File: src/rtl/cmf_pkg.sv
`default_nettype none

package cmf_pkg;

    localparam int MAX_PAIRS = 64;
    localparam int BURST_MAX = 12;
    localparam int CNT_W     = $clog2(BURST_MAX + 1);

    localparam logic [7:0] SYNC_ONE    = 8'hB5;
    localparam logic [7:0] SYNC_TWO    = 8'h62;
    localparam logic [7:0] CLASS_CFG   = 8'h06;
    localparam logic [7:0] ID_VALSET   = 8'h8A;
    localparam logic [7:0] TRANSACTION = 8'h00;
    localparam logic [7:0] VERSION     = 8'h00;
    localparam logic [7:0] RESERVED    = 8'h00;

    localparam logic [7:0]  LAYERS_RESET    = 8'd1;
    localparam logic [15:0] MAX_FRAME_RESET = 16'hFFFF;

    localparam logic MODE_HEADER = 1'b0;
    localparam logic MODE_PAIR   = 1'b1;

    typedef enum logic [0:0] {
        REG_LAYERS    = 1'b0,
        REG_MAX_FRAME = 1'b1
    } t_reg_idx;

    typedef struct packed {
        logic        mode;
        logic [6:0]  pair_count;
        logic [31:0] key_id;
        logic [7:0]  value_byte;
    } t_item;

    typedef struct packed {
        logic [BURST_MAX-1:0][7:0] bytes;
        logic [BURST_MAX-1:0]      last;
        logic [CNT_W-1:0]          cnt;
        logic                      rej;
        logic [8:0]                len;
    } t_burst;

endpackage

`default_nettype wire

File: src/rtl/cmf_builder.sv
`default_nettype none

module cmf_builder
    import cmf_pkg::*;
(
    input  wire logic        i_clk,
    input  wire logic        i_rst_n,
    input  wire logic        i_cfg_we,
    input  wire logic        i_cfg_idx,
    input  wire logic [15:0] i_cfg_data,
    input  wire logic        i_load,
    input  wire t_item       i_item,
    output t_burst           o_burst
);

    logic [7:0]  r_layers, n_layers;
    logic [15:0] r_max_frame, n_max_frame;
    logic [7:0]  r_sum_a, n_sum_a;
    logic [7:0]  r_sum_b, n_sum_b;
    logic [6:0]  r_pairs_left, n_pairs_left;
    logic        r_dropping, n_dropping;
    logic [8:0]  r_total, n_total;

    logic [9:0]  w_payload;
    logic [10:0] w_length;
    logic        w_too_long;
    logic [7:0]  w_hdr [8];
    logic [7:0]  w_pair [5];
    logic [7:0]  sa, sb;
    t_burst      b;

    assign w_payload  = 10'd4 + 10'(i_item.pair_count) * 10'd5;
    assign w_length   = 11'(w_payload) + 11'd8;
    assign w_too_long = (32'(i_item.pair_count) > MAX_PAIRS)
                     || ({5'b0, w_length} > r_max_frame);

    assign w_hdr[0] = CLASS_CFG;
    assign w_hdr[1] = ID_VALSET;
    assign w_hdr[2] = w_payload[7:0];
    assign w_hdr[3] = {6'b0, w_payload[9:8]};
    assign w_hdr[4] = VERSION;
    assign w_hdr[5] = r_layers;
    assign w_hdr[6] = TRANSACTION;
    assign w_hdr[7] = RESERVED;

    assign w_pair[0] = i_item.key_id[7:0];
    assign w_pair[1] = i_item.key_id[15:8];
    assign w_pair[2] = i_item.key_id[23:16];
    assign w_pair[3] = i_item.key_id[31:24];
    assign w_pair[4] = i_item.value_byte;

    always_comb begin
        b            = '0;
        sa           = r_sum_a;
        sb           = r_sum_b;
        n_sum_a      = r_sum_a;
        n_sum_b      = r_sum_b;
        n_pairs_left = r_pairs_left;
        n_dropping   = r_dropping;
        n_total      = r_total;
        if (i_item.mode == MODE_HEADER) begin
            n_pairs_left = i_item.pair_count;
            n_total      = w_length[8:0];
            sa           = '0;
            sb           = '0;
            if (w_too_long) begin
                n_dropping = 1'b1;
                b.cnt      = CNT_W'(1);
                b.last[0]  = 1'b1;
                b.rej      = 1'b1;
            end else begin
                n_dropping = 1'b0;
                b.bytes[0] = SYNC_ONE;
                b.bytes[1] = SYNC_TWO;
                for (int i = 0; i < 8; i++) begin
                    b.bytes[i+2] = w_hdr[i];
                    sa = sa + w_hdr[i];
                    sb = sb + sa;
                end
                b.cnt = CNT_W'(10);
                if (i_item.pair_count == 7'd0) begin
                    b.bytes[10] = sa;
                    b.bytes[11] = sb;
                    b.last[11]  = 1'b1;
                    b.len       = w_length[8:0];
                    b.cnt       = CNT_W'(12);
                end
            end
            n_sum_a = sa;
            n_sum_b = sb;
        end else if (r_pairs_left != 7'd0) begin
            n_pairs_left = r_pairs_left - 7'd1;
            if (r_dropping) begin
                if (n_pairs_left == 7'd0) begin
                    n_dropping = 1'b0;
                end
            end else begin
                for (int i = 0; i < 5; i++) begin
                    b.bytes[i] = w_pair[i];
                    sa = sa + w_pair[i];
                    sb = sb + sa;
                end
                b.cnt = CNT_W'(5);
                if (n_pairs_left == 7'd0) begin
                    b.bytes[5] = sa;
                    b.bytes[6] = sb;
                    b.last[6]  = 1'b1;
                    b.len      = r_total;
                    b.cnt      = CNT_W'(7);
                end
                n_sum_a = sa;
                n_sum_b = sb;
            end
        end
    end

    assign o_burst = b;

    always_comb begin
        n_layers    = r_layers;
        n_max_frame = r_max_frame;
        if (i_cfg_we) begin
            case (t_reg_idx'(i_cfg_idx))
                REG_LAYERS:    n_layers    = i_cfg_data[7:0];
                REG_MAX_FRAME: n_max_frame = i_cfg_data;
                default:       n_layers    = r_layers;
            endcase
        end
    end

    always_ff @(posedge i_clk) begin
        if (!i_rst_n) begin
            r_layers     <= LAYERS_RESET;
            r_max_frame  <= MAX_FRAME_RESET;
            r_sum_a      <= '0;
            r_sum_b      <= '0;
            r_pairs_left <= '0;
            r_dropping   <= 1'b0;
            r_total      <= '0;
        end else begin
            r_layers    <= n_layers;
            r_max_frame <= n_max_frame;
            if (i_load) begin
                r_sum_a      <= n_sum_a;
                r_sum_b      <= n_sum_b;
                r_pairs_left <= n_pairs_left;
                r_dropping   <= n_dropping;
                r_total      <= n_total;
            end
        end
    end

endmodule

`default_nettype wire

File: src/rtl/config_message_framer_top.sv
// channel   dir  handshake                           payload
// s_axis    in   i_s_axis_tvalid / o_s_axis_tready    tdata: pair_count, key_id, value_byte
//                                                     tuser: mode
// m_axis    out  o_m_axis_tvalid / i_m_axis_tready    tdata: frame_byte, frame_bytes
//                                                     tlast: last, tuser: rejected
// cfg       in   i_cfg_we                             i_cfg_idx, i_cfg_data
//
// one byte leaves per cycle unless the output stalls: a pair item sends 5 bytes (7 with
// the checksum), a header 10 (12 for zero pairs), a rejected header 1, an empty item none
// the output byte rate sets the item rate; first byte passes r_in, r_bytes and r_out_byte
// synchronous active-low reset clears handshakes and frame state, presets config registers
// a stalled output keeps one item queued ahead of the byte buffer
`default_nettype none

module config_message_framer_top
    import cmf_pkg::*;
(
    input  wire logic        i_clk,
    input  wire logic        i_rst_n,
    input  wire logic        i_cfg_we,
    input  wire logic        i_cfg_idx,
    input  wire logic [15:0] i_cfg_data,
    input  wire logic        i_s_axis_tvalid,
    output logic             o_s_axis_tready,
    input  wire logic [47:0] i_s_axis_tdata,   // pair_count, key_id, value_byte
    input  wire logic        i_s_axis_tuser,   // mode
    output logic             o_m_axis_tvalid,
    input  wire logic        i_m_axis_tready,
    output logic [23:0]      o_m_axis_tdata,   // frame_byte, frame_bytes
    output logic             o_m_axis_tlast,
    output logic             o_m_axis_tuser    // rejected
);

    logic                      r_in_valid, n_in_valid;
    t_item                     r_in;
    logic [BURST_MAX-1:0][7:0] r_bytes;
    logic [BURST_MAX-1:0]      r_last;
    logic                      r_rej;
    logic [8:0]                r_len;
    logic [CNT_W-1:0]          r_rem, n_rem;
    logic                      r_out_valid, n_out_valid;
    logic [7:0]                r_out_byte;
    logic                      r_out_last;
    logic                      r_out_rej;
    logic [8:0]                r_out_len;

    logic   w_accept, w_pop, w_buf_free, w_load;
    t_burst w_burst;

    assign w_pop      = (r_rem != '0) && (!r_out_valid || i_m_axis_tready);
    assign w_buf_free = (r_rem == '0) || ((r_rem == CNT_W'(1)) && w_pop);
    assign w_load     = r_in_valid && w_buf_free;
    assign o_s_axis_tready = !r_in_valid || w_buf_free;
    assign w_accept   = i_s_axis_tvalid && o_s_axis_tready;

    cmf_builder u_builder (
        .i_clk      (i_clk),
        .i_rst_n    (i_rst_n),
        .i_cfg_we   (i_cfg_we),
        .i_cfg_idx  (i_cfg_idx),
        .i_cfg_data (i_cfg_data),
        .i_load     (w_load),
        .i_item     (r_in),
        .o_burst    (w_burst)
    );

    always_comb begin
        n_in_valid = r_in_valid;
        if (w_accept) begin
            n_in_valid = 1'b1;
        end else if (w_load) begin
            n_in_valid = 1'b0;
        end
        n_rem = r_rem;
        if (w_load) begin
            n_rem = w_burst.cnt;
        end else if (w_pop) begin
            n_rem = r_rem - CNT_W'(1);
        end
        n_out_valid = r_out_valid;
        if (w_pop) begin
            n_out_valid = 1'b1;
        end else if (i_m_axis_tready) begin
            n_out_valid = 1'b0;
        end
    end

    always_ff @(posedge i_clk) begin
        if (!i_rst_n) begin
            r_in_valid  <= 1'b0;
            r_rem       <= '0;
            r_out_valid <= 1'b0;
        end else begin
            r_in_valid  <= n_in_valid;
            r_rem       <= n_rem;
            r_out_valid <= n_out_valid;
        end
    end

    always_ff @(posedge i_clk) begin
        if (w_accept) begin
            r_in.mode       <= i_s_axis_tuser;
            r_in.pair_count <= i_s_axis_tdata[6:0];
            r_in.key_id     <= i_s_axis_tdata[38:7];
            r_in.value_byte <= i_s_axis_tdata[46:39];
        end
        if (w_load) begin
            r_bytes <= w_burst.bytes;
            r_last  <= w_burst.last;
            r_rej   <= w_burst.rej;
            r_len   <= w_burst.len;
        end else if (w_pop) begin
            r_bytes <= {8'h00, r_bytes[BURST_MAX-1:1]};
            r_last  <= {1'b0, r_last[BURST_MAX-1:1]};
        end
        if (w_pop) begin
            r_out_byte <= r_bytes[0];
            r_out_last <= r_last[0];
            r_out_rej  <= r_last[0] && r_rej;
            r_out_len  <= (r_last[0] && !r_rej) ? r_len : 9'd0;
        end
    end

    assign o_m_axis_tvalid = r_out_valid;
    assign o_m_axis_tdata  = {7'b0, r_out_len, r_out_byte};
    assign o_m_axis_tlast  = r_out_last;
    assign o_m_axis_tuser  = r_out_rej;

    a_rej_is_last: assert property (@(posedge i_clk) disable iff (!i_rst_n)
        o_m_axis_tvalid && o_m_axis_tuser |-> o_m_axis_tlast)
        else $error("rejected item without last");

    a_len_on_last: assert property (@(posedge i_clk) disable iff (!i_rst_n)
        o_m_axis_tvalid && o_m_axis_tlast && !o_m_axis_tuser
        |-> o_m_axis_tdata[16:8] != 9'd0)
        else $error("final checksum byte without frame length");

    a_load_when_free: assert property (@(posedge i_clk) disable iff (!i_rst_n)
        w_load |-> (r_rem == '0) || (r_rem == CNT_W'(1) && w_pop))
        else $error("burst loaded over pending bytes");

    a_rem_bound: assert property (@(posedge i_clk) disable iff (!i_rst_n)
        r_rem <= CNT_W'(BURST_MAX))
        else $error("byte buffer count out of range");

endmodule

`default_nettype wire
File: config.mk
export PLATFORM = sky130hd
export DESIGN_NAME = config_message_framer_top
export DESIGN_NICKNAME = d
export VERILOG_FILES = /design/src/rtl/cmf_pkg.sv /design/src/rtl/cmf_builder.sv /design/src/rtl/config_message_framer_top.sv
export SDC_FILE = /design/constraint.sdc
export NUM_CORES = 1
export LEC_CHECK = 0
export ABC_AREA = 0
export BUFFER_PORTS_ARGS = -buffer_cell sky130_fd_sc_hd__buf_2
export CAP_MARGIN = 20
export CORE_ASPECT_RATIO = 1.5
export CORE_MARGIN = 4
export CORE_UTILIZATION = 47
export DETAILED_ROUTE_END_ITERATION = 7
export PLACE_DENSITY = 0.67
export SLEW_MARGIN = 20
export SYNTH_ARGS = -nofsm -noshare
export SYNTH_HDL_FRONTEND = slang
export SYNTH_SLANG_ARGS = --single-unit
File: constraint.sdc
create_clock -name i_clk -period 7 [get_ports i_clk]
set_input_delay 0.7 -clock i_clk [delete_from_list [all_inputs] [get_ports i_clk]]
set_output_delay 0.7 -clock i_clk [all_outputs]
set_load 0.02 [all_outputs]
==> summary.txt <==
Die
  – Initial Util: 0.4788
  – Die H: 217.8 um
  – Die area: 32,210 sq um
  – I/O pin cnt: 99
  – Core Footprint: 28,810 sq um
  – Row count: 76
  – Die width: 147.9 um

STA
  – Hold Vio Cnt, Final: 0
  – Max Slew Vio Count: 0
  – Final setup vio count: 2
  – Setup TNS: -0.2499 ns
  – Clock skew: 0.01990 ns
  – Rel. slew slack: 0.2842
  – Setup ws final: -0.1955 ns
  – Tightest Pin Transition: 1.071 ns
  – Achievable Freq: 139.0 MHz
  – Hold WS: 0.3104 ns
  – Fin crit period: 7.196 ns
  – RSZ-0062 raised after global routing: yes
  – Fin crit share: 1.028

Global routing
  – Gr ovfl total: 0
  – Vias in the first global route: 10,310
  – Gr usage total: 0.2198
  – Largest net degree at the start of global routing: 78
  – Initial antenna violation count: 0
  – Global-route wire length before repair: 55,150 um

Critical path
  – R2r setup slk: -0.20 ns
  – Crit Path Max Fanout: 4
  – Critical Path Max Stage Delay: 0.58 ns
  – Crit. End Element: flop
  – Crit path max-delay cell type: fa_2
  – Crit path arrival time: 7.51 ns
  – Worst r2r src: r_in[8]$_DFFE_PP_
  – R2R Path End: r_bytes[55]$_DFFE_PP_
  – Data required time of the critical path: 7.31 ns
  – Startpoint class of the critical path: flop
  – Cell mode on critical path: xnor2_2
  – FF-to-FF path depth: 27
  – Critical path class: reg -> reg

Detailed routing
  – Routed vias/inst: 5.405
  – First-pass DRT Iterations: 5
  – Wire length per cell: 19.14 um
  – ANT nets after route: 0
  – Remaining routing DRC violations: 0
  – DRT Wirelength: 36,560 um
  – DRT iter0 DRCs: 692
  – Vias post-DR: 10,323

Synth
  – EDFF count, synth: 176
  – Syn Std Cell Area: 13,800 sq um
  – Synth area leaders: edfxtp_1 (38%), dfxtp_1 (10%), ha_1 (8.9%), fa_1 (6.5%), nand2_1 (5.5%)
  – Largest family of logic cells by synthesized area: adder cells
  – Register bit total from synthesis: 248
  – Synth Flop Type: edfxtp_1
  – Synth Area in Compound Gates: 0.1194
  – Synth Area in Simple Gates: 0.1337
  – Mux share of post-synthesis cell area: 0.002267
  – Count leader, synth: nand2_1
  – Share of Yosys cell area claimed by the top area cell type: 0.3831
  – Area leader, netlist: edfxtp_1
  – Post-synthesis adder-cell area fraction: 0.1542
  – Post-Synth XOR/XNOR Area: 0.05605
  – Asr flop ratio synth: 0
  – Commonest cells in the synthesized netlist: nand2_1 (201), edfxtp_1 (176), ha_1 (98)
  – Seq/Total Area, Yosys: 0.4876
  – Yosys cell types: 69
  – Ys Warns: 0
  – Mapped Cells: 1,295
  – Mean Syn Cell Area: 10.65 sq um

Finish
  – Share of post-route cells with drive strength above 1: 0.2750
  – ANT cells: 0
  – Final nets: 1,715
  – # fillers: 2,308
  – Post-layout util: 0.6002
  – Area Overhead vs Synth: 25.35%

Place
  – Setup WS pre-CTS: -0.5048 ns
  – Hpwl dp: 25,730 um
  – Routability cong.: 0.9032
  – I/O Buffers: 90

Clock tree
  – Clk slew on worst S/H paths: 0.07 ns
  – CTS tree: done
  – CTS Sinks: 248
  – Clock buffer depth: 3
  – CTS Hold Buffers Added: 0
  – H-tree depth: 1
  – Root buffer cell: clkbuf_16
  – Clk_lat worst skew: 0.56 ns
  – CTS Buf Count: 26

Min path
  – Cell count of the worst hold path: 1
  – Worst hold start: i_s_axis_tdata[0]
  – Worst Hold End: r_in[40]$_DFFE_PP_
  – Min-delay worst type: in -> reg

Flow run
  – Max_cap viols: 0

Status
  – Failing checks: setup timing
  – Status: complete, but fails checks
[registers in the layout, summed over array words and instances (netlist names)]
name and count:
u_builder.r_max_frame 16, r_rej 1, r_rem 4, r_last 12, r_out_len 9, u_builder.r_sum_a 8
u_builder.r_dropping 1, u_builder.r_sum_b 8, o_m_axis_tuser 1, r_in 48, u_builder.r_layers 8, u_builder.r_total 9
r_len 9, r_in_valid 1, u_builder.r_pairs_left 7, r_bytes 96, r_out_byte 8, o_m_axis_tlast 1
o_m_axis_tvalid 1
[metrics by stage]
| stage | std cells | instance area, sq um |
|---|---|---|
| floorplan | 1301 | 13850 |
| global placement | 1843 | 15490 |
| detailed placement | 1843 | 15490 |
| CTS | 1896 | 16810 |
| global route | 1910 | 17290 |
| finish | 1910 | 17290 |
[routing by layer]
layer	global-route usage	part of all wire	vias up
met5	0	0	-
met4	0.1199	0.059	0
met3	0.02474	0.047	99
met2	0.3938	0.52	292
met1	0.2564	0.38	5007
li1	-	-	4925
[worst max-delay path by stage]
stage,end,start,slack [ns]
finish,r_bytes[55]$_DFFE_PP_,r_in[8]$_DFFE_PP_,-0.20
global route,r_bytes[55]$_DFFE_PP_,r_in[8]$_DFFE_PP_,-0.42
floorplan,r_bytes[55]$_DFFE_PP_,r_in[8]$_DFFE_PP_,-0.05
CTS,r_bytes[55]$_DFFE_PP_,r_in[8]$_DFFE_PP_,-0.14
global placement,r_bytes[55]$_DFFE_PP_,r_in[8]$_DFFE_PP_,-0.43
detailed placement,r_bytes[55]$_DFFE_PP_,r_in[8]$_DFFE_PP_,-0.50
[worst max-delay path, delay by kind of cell, from the launching register on]
family          cells  cell delay [ns]
xor+xnor            7             1.34
flops               1             0.44
simple gates        2             0.20
compound gates      5             0.96
buf+inv             3             0.26
fa+ha+maj          10             3.71
[logic make-up (layout without fill, tap and decap cells)]
logic type	Yosys count	count (layout)
simple gates	402	402
compound gates	261	261
flops	248	248
buf+inv	159	378
fa+ha+maj	143	143
xor+xnor	78	78
mux	3	3
other cells	1	7
[cells in the final DEF, fill, tap and decap left out, drive strengths merged, types with 13 or more instances in the layout]
cell and count:
buf 236, nand2 201, edfxtp 176, ha 98
inv 96, a21oi 83, dfxtp 72, nor2 61
o21ai 58, xnor2 53, fa 45, nand3 35
and2 31, clkbuf 29, a31oi 22, xor2 19
a21o 18, nor3 18, o211ai 16, nand2b 13
[cell type report]
cell class / instances / area (sq um) / area share
Tap cell: 390 / 488.0 / 0.02822
Inverter: 95 / 359.1 / 0.02077
Clock inverter: 18 / 162.7 / 0.009406
Clock buffer: 29 / 661.9 / 0.03828
Timing Repair Buffer: 236 / 1563 / 0.09037
Sequential cell: 248 / 6726 / 0.3890
Multi-Input combinational cell: 894 / 7332 / 0.4240
[timing repair]
action | 4_1_cts | 5_1_grt
buffers inserted | 7 | 17
setup endpoints to repair | 7 | 10
hold endpoints to repair | 0 | 0
resized for setup | 69 | 66
gates cloned | 0 | 0
pin swaps | 38 | 61
Power is not shown: default switching activity piles up to over one toggle a cycle in this logic, so the estimate is an artifact.
